## src/rtl/core/hsd_pkg.sv

```systemverilog
// ----------------------------------------------------------------------------
// hsd_pkg
// Shared types, function codes and sizing constants for the dispatch core.
// ----------------------------------------------------------------------------
package hsd_pkg;

    localparam int NUM_STATES_DEF      = 16;
    localparam int NUM_TRANSITIONS_DEF = 32;

    localparam logic [2:0] FUNC_LOAD_STATE = 3'd0;
    localparam logic [2:0] FUNC_LOAD_TRANS = 3'd1;
    localparam logic [2:0] FUNC_DISPATCH   = 3'd2;
    localparam logic [2:0] FUNC_SET_ACTIVE = 3'd3;
    localparam logic [2:0] FUNC_READ_HIST  = 3'd4;
    localparam logic [2:0] FUNC_WRITE_HIST = 3'd5;

    typedef struct packed {
        logic [2:0]  func;
        logic [4:0]  slot;
        logic [3:0]  state_id;
        logic [3:0]  link_state;
        logic        has_link;
        logic        keeps_history;
        logic        entry_valid;
        logic        is_external;
        logic [15:0] trans_id;
        logic [15:0] event_code;
        logic [15:0] rank;
    } t_in_item;

    typedef struct packed {
        logic        status;
        logic [15:0] chosen_id;
        logic [3:0]  chosen_target;
        logic        chosen_external;
        logic [3:0]  previous_state;
        logic [3:0]  now_active;
        logic [3:0]  history_child;
        logic        history_valid;
    } t_out_item;

    // controller -> datapath
    typedef struct packed {
        logic capture;  // latch item, run non-dispatch functions, start walk
        logic step;     // evaluate one level of the parent walk
        logic finish;   // commit dispatch outcome
    } t_cmd;

    // datapath -> controller
    typedef struct packed {
        logic is_dispatch;
        logic walk_done;
    } t_sts;

endpackage

```

## src/rtl/core/hsd_ctrl.sv

```systemverilog
// ----------------------------------------------------------------------------
// hsd_ctrl
// Sequencer: accept a transaction, walk levels, hand result to output stage.
// ----------------------------------------------------------------------------
module hsd_ctrl
    import hsd_pkg::*;
(
    input  logic i_clk,
    input  logic i_rst_n,
    input  logic i_in_valid,
    output logic o_in_ready,
    output logic o_out_valid,
    input  logic i_out_ready,
    input  t_sts i_sts,
    output t_cmd o_cmd
);

    localparam logic [1:0] ST_IDLE = 2'd0;
    localparam logic [1:0] ST_WALK = 2'd1;
    localparam logic [1:0] ST_DONE = 2'd2;

    logic [1:0] r_state, n_state;
    logic       r_out_valid, n_out_valid;
    logic       w_out_free;

    assign w_out_free  = !r_out_valid || i_out_ready;
    assign o_in_ready  = (r_state == ST_IDLE) && w_out_free;
    assign o_out_valid = r_out_valid;

    always_comb begin
        n_state      = r_state;
        n_out_valid  = r_out_valid && !i_out_ready;
        o_cmd        = '0;
        unique case (r_state)
            ST_IDLE: begin
                if (i_in_valid && o_in_ready) begin
                    o_cmd.capture = 1'b1;
                    if (i_sts.is_dispatch) begin
                        n_state = ST_WALK;
                    end else begin
                        n_out_valid = 1'b1;
                    end
                end
            end
            ST_WALK: begin
                o_cmd.step = 1'b1;
                if (i_sts.walk_done) begin
                    n_state = ST_DONE;
                end
            end
            ST_DONE: begin
                if (w_out_free) begin
                    o_cmd.finish = 1'b1;
                    n_out_valid  = 1'b1;
                    n_state      = ST_IDLE;
                end
            end
            default: n_state = ST_IDLE;
        endcase
    end

    always_ff @(posedge i_clk) begin
        if (!i_rst_n) begin
            r_state     <= ST_IDLE;
            r_out_valid <= 1'b0;
        end else begin
            r_state     <= n_state;
            r_out_valid <= n_out_valid;
        end
    end

endmodule

```

## src/rtl/core/hsd_datapath.sv

```systemverilog
// ----------------------------------------------------------------------------
// hsd_datapath
// State, transition and history tables, level matcher and result register.
// ----------------------------------------------------------------------------
module hsd_datapath
    import hsd_pkg::*;
#(
    parameter int NUM_STATES      = NUM_STATES_DEF,
    parameter int NUM_TRANSITIONS = NUM_TRANSITIONS_DEF
) (
    input  logic      i_clk,
    input  logic      i_rst_n,
    input  t_in_item  i_item,
    input  t_cmd      i_cmd,
    output t_sts      o_sts,
    output t_out_item o_result
);

    localparam int SW = 4;
    localparam int LW = $clog2(NUM_STATES + 1);
    localparam int XW = $clog2(NUM_STATES);
    localparam int TW = $clog2(NUM_TRANSITIONS) > 0 ? $clog2(NUM_TRANSITIONS) : 1;
    localparam int NP = 1 << TW;

    typedef struct packed {
        logic        hit;
        logic [15:0] rank;
        logic [15:0] id;
        logic [3:0]  tgt;
        logic        ext;
    } t_cand;

    // state table
    logic [NUM_STATES-1:0] r_st_haspar, r_st_hist;
    logic [SW-1:0]         r_st_par [NUM_STATES];
    // transition table
    logic [NUM_TRANSITIONS-1:0] r_tr_valid;
    logic                       r_tr_ext [NUM_TRANSITIONS];
    logic [SW-1:0]              r_tr_src [NUM_TRANSITIONS];
    logic [SW-1:0]              r_tr_tgt [NUM_TRANSITIONS];
    logic [15:0]                r_tr_id  [NUM_TRANSITIONS];
    logic [15:0]                r_tr_ev  [NUM_TRANSITIONS];
    logic [15:0]                r_tr_rank[NUM_TRANSITIONS];
    // history
    logic [NUM_STATES-1:0] r_h_valid;
    logic [SW-1:0]         r_h_child [NUM_STATES];

    logic [SW-1:0] r_cur;
    logic [SW-1:0] r_walk;
    logic [LW-1:0] r_level;
    logic [15:0]   r_event;
    logic          r_found;
    logic [15:0]   r_b_id;
    logic [3:0]    r_b_tgt;
    logic          r_b_ext;
    t_out_item     r_res;

    function automatic logic in_range(input logic [SW-1:0] s);
        return 32'(s) < NUM_STATES;
    endfunction

    function automatic t_cand pick_best(input t_cand a, input t_cand b);
        if (b.hit && (!a.hit || b.rank < a.rank ||
                (b.rank == a.rank && b.id < a.id))) begin
            return b;
        end
        return a;
    endfunction

    // one level: best match among all slots for source r_walk, reduced as a tree
    t_cand       w_node [2*NP];
    logic        w_hit;
    logic [15:0] w_id;
    logic [3:0]  w_tgt;
    logic        w_ext;
    always_comb begin
        w_node[0] = '0;
        for (int i = 0; i < NP; i++) begin
            w_node[NP+i] = '0;
            if (i < NUM_TRANSITIONS) begin
                w_node[NP+i].hit  = r_tr_valid[i] && r_tr_src[i] == r_walk &&
                                    r_tr_ev[i] == r_event;
                w_node[NP+i].rank = r_tr_rank[i];
                w_node[NP+i].id   = r_tr_id[i];
                w_node[NP+i].tgt  = r_tr_tgt[i];
                w_node[NP+i].ext  = r_tr_ext[i];
            end
        end
        for (int n = NP - 1; n >= 1; n--) begin
            w_node[n] = pick_best(w_node[2*n], w_node[2*n+1]);
        end
    end

    assign w_hit = w_node[1].hit;
    assign w_id  = w_node[1].id;
    assign w_tgt = w_node[1].tgt;
    assign w_ext = w_node[1].ext;

    logic          w_par_ok;
    logic [SW-1:0] w_par;
    assign w_par_ok = in_range(r_walk) && r_st_haspar[r_walk[XW-1:0]];
    assign w_par    = r_st_par[r_walk[XW-1:0]];

    assign o_sts.is_dispatch = (i_item.func == FUNC_DISPATCH);
    assign o_sts.walk_done   = w_hit || !w_par_ok || (32'(r_level) + 1 >= NUM_STATES);
    assign o_result          = r_res;

    // history record target for external dispatch
    logic          w_act_par;
    logic [SW-1:0] w_ap;
    assign w_act_par = in_range(r_cur) && r_st_haspar[r_cur[XW-1:0]];
    assign w_ap      = r_st_par[r_cur[XW-1:0]];

    // result on capture and on dispatch commit
    t_out_item w_cap;
    t_out_item w_fin;
    always_comb begin
        w_cap                = '0;
        w_cap.previous_state = r_cur;
        w_cap.now_active     = r_cur;
        if (i_item.func == FUNC_SET_ACTIVE) begin
            w_cap.now_active = i_item.state_id;
        end
        if (i_item.func == FUNC_READ_HIST && in_range(i_item.state_id)
                && r_h_valid[i_item.state_id[XW-1:0]]) begin
            w_cap.history_valid = 1'b1;
            w_cap.history_child = r_h_child[i_item.state_id[XW-1:0]];
        end
    end

    always_comb begin
        w_fin = r_res;
        if (!r_found) begin
            w_fin.status = 1'b1;
        end else begin
            w_fin.chosen_id       = r_b_id;
            w_fin.chosen_target   = r_b_tgt;
            w_fin.chosen_external = r_b_ext;
            if (r_b_ext) begin
                w_fin.now_active = r_b_tgt;
            end
        end
    end

    always_ff @(posedge i_clk) begin
        if (!i_rst_n) begin
            r_st_haspar <= '0;
            r_st_hist   <= '0;
            r_tr_valid  <= '0;
            r_h_valid   <= '0;
            r_cur       <= '0;
        end else begin
            if (i_cmd.capture) begin
                r_res   <= w_cap;
                r_event <= i_item.event_code;
                r_walk  <= r_cur;
                r_level <= '0;
                r_found <= 1'b0;
                unique case (i_item.func)
                    FUNC_LOAD_STATE: begin
                        if (in_range(i_item.state_id)) begin
                            r_st_haspar[i_item.state_id[XW-1:0]] <=
                                i_item.entry_valid && i_item.has_link;
                            r_st_hist  [i_item.state_id[XW-1:0]] <=
                                i_item.entry_valid && i_item.keeps_history;
                            r_st_par   [i_item.state_id[XW-1:0]] <=
                                i_item.entry_valid ? i_item.link_state : '0;
                        end
                    end
                    FUNC_LOAD_TRANS: begin
                        if (32'(i_item.slot) < NUM_TRANSITIONS) begin
                            r_tr_valid[i_item.slot[TW-1:0]] <= i_item.entry_valid;
                            r_tr_ext  [i_item.slot[TW-1:0]] <= i_item.is_external;
                            r_tr_src  [i_item.slot[TW-1:0]] <= i_item.state_id;
                            r_tr_tgt  [i_item.slot[TW-1:0]] <= i_item.link_state;
                            r_tr_id   [i_item.slot[TW-1:0]] <= i_item.trans_id;
                            r_tr_ev   [i_item.slot[TW-1:0]] <= i_item.event_code;
                            r_tr_rank [i_item.slot[TW-1:0]] <= i_item.rank;
                        end
                    end
                    FUNC_SET_ACTIVE: begin
                        r_cur     <= i_item.state_id;
                        r_h_valid <= '0;
                    end
                    FUNC_WRITE_HIST: begin
                        if (in_range(i_item.state_id)) begin
                            r_h_valid[i_item.state_id[XW-1:0]] <= 1'b1;
                            r_h_child[i_item.state_id[XW-1:0]] <= i_item.link_state;
                        end
                    end
                    default: ;
                endcase
            end
            if (i_cmd.step) begin
                r_level <= r_level + 1'b1;
                if (w_hit) begin
                    r_found <= 1'b1;
                    r_b_id  <= w_id;
                    r_b_tgt <= w_tgt;
                    r_b_ext <= w_ext;
                end else if (w_par_ok) begin
                    r_walk <= w_par;
                end
            end
            if (i_cmd.finish) begin
                r_res <= w_fin;
                if (r_found && r_b_ext) begin
                    if (w_act_par && in_range(w_ap) && r_st_hist[w_ap[XW-1:0]]) begin
                        r_h_valid[w_ap[XW-1:0]] <= 1'b1;
                        r_h_child[w_ap[XW-1:0]] <= r_cur;
                    end
                    r_cur <= r_b_tgt;
                end
            end
        end
    end

endmodule

```

## src/rtl/core/hierarchical_statechart_dispatch_core.sv

```systemverilog
// ----------------------------------------------------------------------------
// hierarchical_statechart_dispatch_core
// Table-driven hierarchical state machine: loads, dispatch, history access.
// ----------------------------------------------------------------------------
//   channel   direction   handshake                 payload
//   in        input       i_in_valid / o_in_ready   i_in_item  (t_in_item)
//   out       output      o_out_valid / i_out_ready o_out_item (t_out_item)
//
// Non-dispatch transactions execute on accept; the result shows the next cycle.
// Dispatch walks L = parent levels visited (1..NUM_STATES), then commits,
// one level per cycle through the all-slot matcher.
// Synchronous active-low reset clears the valid and flag bits of all tables and the active state.
// A result held by a stalled output blocks the next accept and the next
// dispatch commit.
// ----------------------------------------------------------------------------
module hierarchical_statechart_dispatch_core
    import hsd_pkg::*;
#(
    parameter int NUM_STATES      = NUM_STATES_DEF,
    parameter int NUM_TRANSITIONS = NUM_TRANSITIONS_DEF
) (
    input  logic      i_clk,
    input  logic      i_rst_n,
    input  logic      i_in_valid,
    output logic      o_in_ready,
    input  t_in_item  i_in_item,
    output logic      o_out_valid,
    input  logic      i_out_ready,
    output t_out_item o_out_item
);

    t_cmd w_cmd;
    t_sts w_sts;

    hsd_ctrl u_ctrl (
        .i_clk       (i_clk),
        .i_rst_n     (i_rst_n),
        .i_in_valid  (i_in_valid),
        .o_in_ready  (o_in_ready),
        .o_out_valid (o_out_valid),
        .i_out_ready (i_out_ready),
        .i_sts       (w_sts),
        .o_cmd       (w_cmd)
    );

    hsd_datapath #(
        .NUM_STATES      (NUM_STATES),
        .NUM_TRANSITIONS (NUM_TRANSITIONS)
    ) u_dp (
        .i_clk    (i_clk),
        .i_rst_n  (i_rst_n),
        .i_item   (i_in_item),
        .i_cmd    (w_cmd),
        .o_sts    (w_sts),
        .o_result (o_out_item)
    );

`ifndef SYNTH
    a_cmd_excl: assert property (@(posedge i_clk) disable iff (!i_rst_n)
        $countones({w_cmd.capture, w_cmd.step, w_cmd.finish}) <= 1)
        else $error("overlapping commands");
    a_finish_out: assert property (@(posedge i_clk) disable iff (!i_rst_n)
        w_cmd.finish |=> o_out_valid)
        else $error("finish without result");
    a_no_accept_busy: assert property (@(posedge i_clk) disable iff (!i_rst_n)
        (w_cmd.step || w_cmd.finish) |-> !o_in_ready)
        else $error("accept while busy");
`endif

endmodule
```

## config.mk

```make
export PLATFORM = sky130hd
export DESIGN_NAME = hierarchical_statechart_dispatch_core
export DESIGN_NICKNAME = d
export VERILOG_FILES = /design/src/rtl/core/hsd_pkg.sv /design/src/rtl/core/hsd_ctrl.sv /design/src/rtl/core/hsd_datapath.sv /design/src/rtl/core/hierarchical_statechart_dispatch_core.sv
export SDC_FILE = /design/constraint.sdc
export NUM_CORES = 2
export LEC_CHECK = 0
export BUFFER_PORTS_ARGS = -buffer_cell sky130_fd_sc_hd__buf_2
export CAP_MARGIN = 20
export CORE_MARGIN = 8
export CORE_UTILIZATION = 64
export DETAILED_ROUTE_END_ITERATION = 10
export HOLD_SLACK_MARGIN = 0.1
export PLACE_DENSITY = 0.88
export REMOVE_ABC_BUFFERS = 1
export SLEW_MARGIN = 20
export SYNTH_ARGS = -nofsm -noshare
export SYNTH_HDL_FRONTEND = slang
export SYNTH_SLANG_ARGS = --single-unit
export TNS_END_PERCENT = 50
```

## constraint.sdc

```tcl
create_clock -name i_clk -period 19.29 [get_ports i_clk]
set_input_delay 0.9645 -clock i_clk [delete_from_list [all_inputs] [get_ports i_clk]]
set_output_delay 0.9645 -clock i_clk [all_outputs]
set_load 0.01 [all_outputs]
```

==> results.md <==
- Status: completed
- Share of layout cells above drive strength 1: 9.364%
- Pin count of the biggest net entering global routing: 69
- Max clock buf depth: 3
- DR pass1 iterations: 10
- Syn Std Cell Area: 113100 um2
- Cell count after synthesis: 9352
- Sink Count: ~2.1k
- H-tree depth: 4
- P_leak: 0.04630 uW
- Met3 wire len: ~44000 um
- Slew @ Worst Pin: 1.273 ns
- Async set-reset flop share out of synthesis: 0%
- Syn. warnings: 0
- Max-slew violation count: 0
- Hold Crit Class: input port to flip-flop
- Cell taking the most area after synthesis: edfxtp_1
- Syn_area_per_cell: 12.09 um2
- Detailed-route wire length per cell: 28.87 um
- Worst vdd ir: 0.1065 mV
- Most instantiated library cell after synthesis: edfxtp_1
- Final worst-path cycle share: 93.62%
- # rows: 154
- Top layer reached by signal wires: met5
- Synth cell types: between 90 and 100
- First-pass GRT wire length: 502300 um
- Final WL: about 350000 um
- Layout Cells excl Fill: 11.99k
- Setup TNS after final layout: 0 ns
- Clock-pin slew on the worst setup and hold paths: 0.07 ns
- Final hold slack: 0.4372 ns
- Synth top area share: 54.02%
- Multi-input gate area: 46410 um2
- Register area: 62900 um2
- TritonCTS buffer count: 210
- Met1 wire length: 119900 um
- Arr. time, crit path: about 19 ns
- Fin crit period: 18.06 ns
- Routability congestion estimate: 1.023
- EDFF count, synth: 2034
- Crit path required time: 19.94 ns
- Routed Antenna Nets: 0
- Setup Viol. Count Final: 0
- Final clock skew: 0.05783 ns
- Worst setup SP type: flip-flop
- CP Capture Type: flip-flop
- Die Ht: 436.3 um
- Flops & latches, synth: 2125
- Critical path peak fanout: 67
- GR Overflow Total: 0
- Register area share after synthesis: 55.63%
- Area delta synth->final: 9.235%
- Top area cells in the synthesized netlist: edfxtp_1 54%, ha_1 11%, xnor2_1 3.5%, a21oi_1 3.4%, mux2i_1 2.8%
- Die area: 190400 um2
- Leading cell types by count after synthesis: 2034 x edfxtp_1, 952 x ha_1, 772 x a21oi_1
- Root buf cell: clkbuf_16
- Met2 Wirelength: 154700 um
- Post-layout util: 70.20%
- Cts hold-fix bufs: 0
- Placed cells: 11.59k
- CTS tree: yes
- Dpl hpwl: 234000 um
- RSZ-0062 raised after global routing: no
- Slew HR: 15.16%
- Via density: 6.849
- Ys flop type: edfxtp_1
- Initial Util: roughly 64%
- Final Hold Fails: 0
- DR DRC count: 0
- Final nets: 10.48k
- GRT Util Overall: 34.88%
- CP max stage delay: 0.83 ns
- Buffer count from post-CTS setup fixing: 0
- Post-CTS sizing: 0
- Max-Cap Viols: 0
- I/O pin cnt: 109
- Worst Path Class, Setup: flip-flop to flip-flop
- Core area: 175900 um2
- Initial antenna violation count: 18
- Port-buffer cells: 108
- Vias in the first global route: 80.89k
- Die X-Extent: 436.3 um
- Worst skew pair latency: 0.90 ns
- Via count: 82.12k
- Filler instances: roughly 11k
- Slowest stage cell, crit path: edfxtp_1
- Fmax: about 55 MHz
- DR iter-0 viols: 11.96k
- Power Density: 77.88 nW/um2
## cell families (layout without fill, tap and decap cells)
logic type / after synthesis / count (layout) / synth area share (%)
AND/OR/NAND/NOR: 2282 / 2282 / 10.11
flip-flops: 2125 / 2125 / 55.63
AO/OA/AOI/OAI: 1779 / 1779 / 9.348
buffers and inverters: 1043 / 1334 / 3.749
adder cells (fa/ha/maj): 956 / 956 / 10.57
XOR/XNOR: 644 / 644 / 4.989
multiplexers: 523 / 523 / 5.598
other: 0 / 7 / 0
## per-layer routing
metal / vias to the layer above / global-route usage [%]
met1: 39280 / 44.02
met2: 6302 / 54.69
li1: 35010 / -
met5: - / 0
met3: 1511 / 7.845
met4: 8 / 22.19
## stage by stage
step           setup slack (ns)  instance area, um2  total power, uW
3_3_place_gp              1.945              116500             5500
3_5_place_dp              1.721              116500             5511
2_1_floorplan             1.014              111400             5308
5_1_grt                  0.4068              123500             9780
4_1_cts                   1.673              123500             9595
6_report                  1.231              123500             9618
## flip-flops by register name, indices dropped and copies added (netlist names), 2 cells and up, named ones only
| register | count |
|---|---|
| u_dp.r_tr_ev | 512 |
| u_dp.r_tr_id | 512 |
| u_dp.r_tr_rank | 512 |
| u_dp.r_tr_src | 128 |
| u_dp.r_tr_tgt | 128 |
| u_dp.r_h_child | 64 |
| u_dp.r_st_par | 64 |
| u_dp.o_result | 35 |
| u_dp.r_tr_ext | 32 |
| u_dp.r_tr_valid | 32 |
| u_dp.r_b_id | 16 |
| u_dp.r_event | 16 |
| u_dp.r_h_valid | 16 |
| u_dp.r_st_haspar | 16 |
| u_dp.r_st_hist | 16 |
| u_dp.r_level | 5 |
| u_dp.r_b_tgt | 4 |
| u_dp.r_cur | 4 |
| u_dp.r_walk | 4 |
| u_ctrl.r_state | 2 |
## final timing paths
kind	endpoint	from	slack, ns	depth (start not counted)
worst max register to register	u_dp.r_b_tgt[3]	u_dp.r_walk[0]	1.23	55
worst max-delay path	u_dp.r_b_tgt[3]	u_dp.r_walk[0]	1.23	55
worst min-delay path	u_ctrl.o_out_valid	i_out_ready	0.44	4
worst min register to register	u_dp.r_h_valid[9]	u_dp.r_h_valid[9]	0.46	2
## cell usage in the layout, fill, tap and decap left out, types with 45 or more instances in the layout
cell type	synthesis	routed
xnor2_1	457	457
o21ai_0	427	427
nand4_1	344	344
edfxtp_1	2034	2034
buf_2	60	106
a21o_1	167	167
nor2_1	645	608
nor4_1	111	110
dfxtp_1	91	90
xor2_1	187	187
mux2_2	126	126
mux4_2	74	74
a211oi_1	81	81
o31ai_1	46	45
nor2b_1	131	129
a21oi_1	772	770
ha_1	952	952
mux2i_1	320	320
nand2_1	524	520
nor3_1	46	45
clkbuf_16	0	210
o21a_1	48	46
inv_1	687	686
and2_1	45	45
nand2b_1	46	46
nand3_1	165	164
buf_4	31	138
## where the power goes
part           internal [uW]  total (uW)  switching, uW  leakage (uW)
Combinational           86.7         356            269        0.0239
Clock                   2320        4180           1870       0.00337
Sequential              5060        5080           18.7        0.0190
## area by class of cell
class / instances / area share, %
Sequential cell: 2125 / 50.93
Multi-Input combinational cell: 6184 / 37.58
Clock buffer: 265 / 4.536
Tap cell: 2340 / 2.371
Inverter: 687 / 2.088
Timing Repair Buffer: 249 / 1.349
Clock inverter: 133 / 1.128
Antenna cell: 7 / 0.01418
## worst max-delay path: cells and delay by family, from the launching register on
family                     cells  cell delay, ns
AOI/OAI and AO/OA             27            7.60
xor gates and xnor gates       1            0.24
adders and majority gates      4            1.36
buffers and inverters          4            2.09
DFF                            1            0.83
muxes                          2            0.59
and+or+nand+nor               17            4.96
Power figures use the tool's default switching activity.
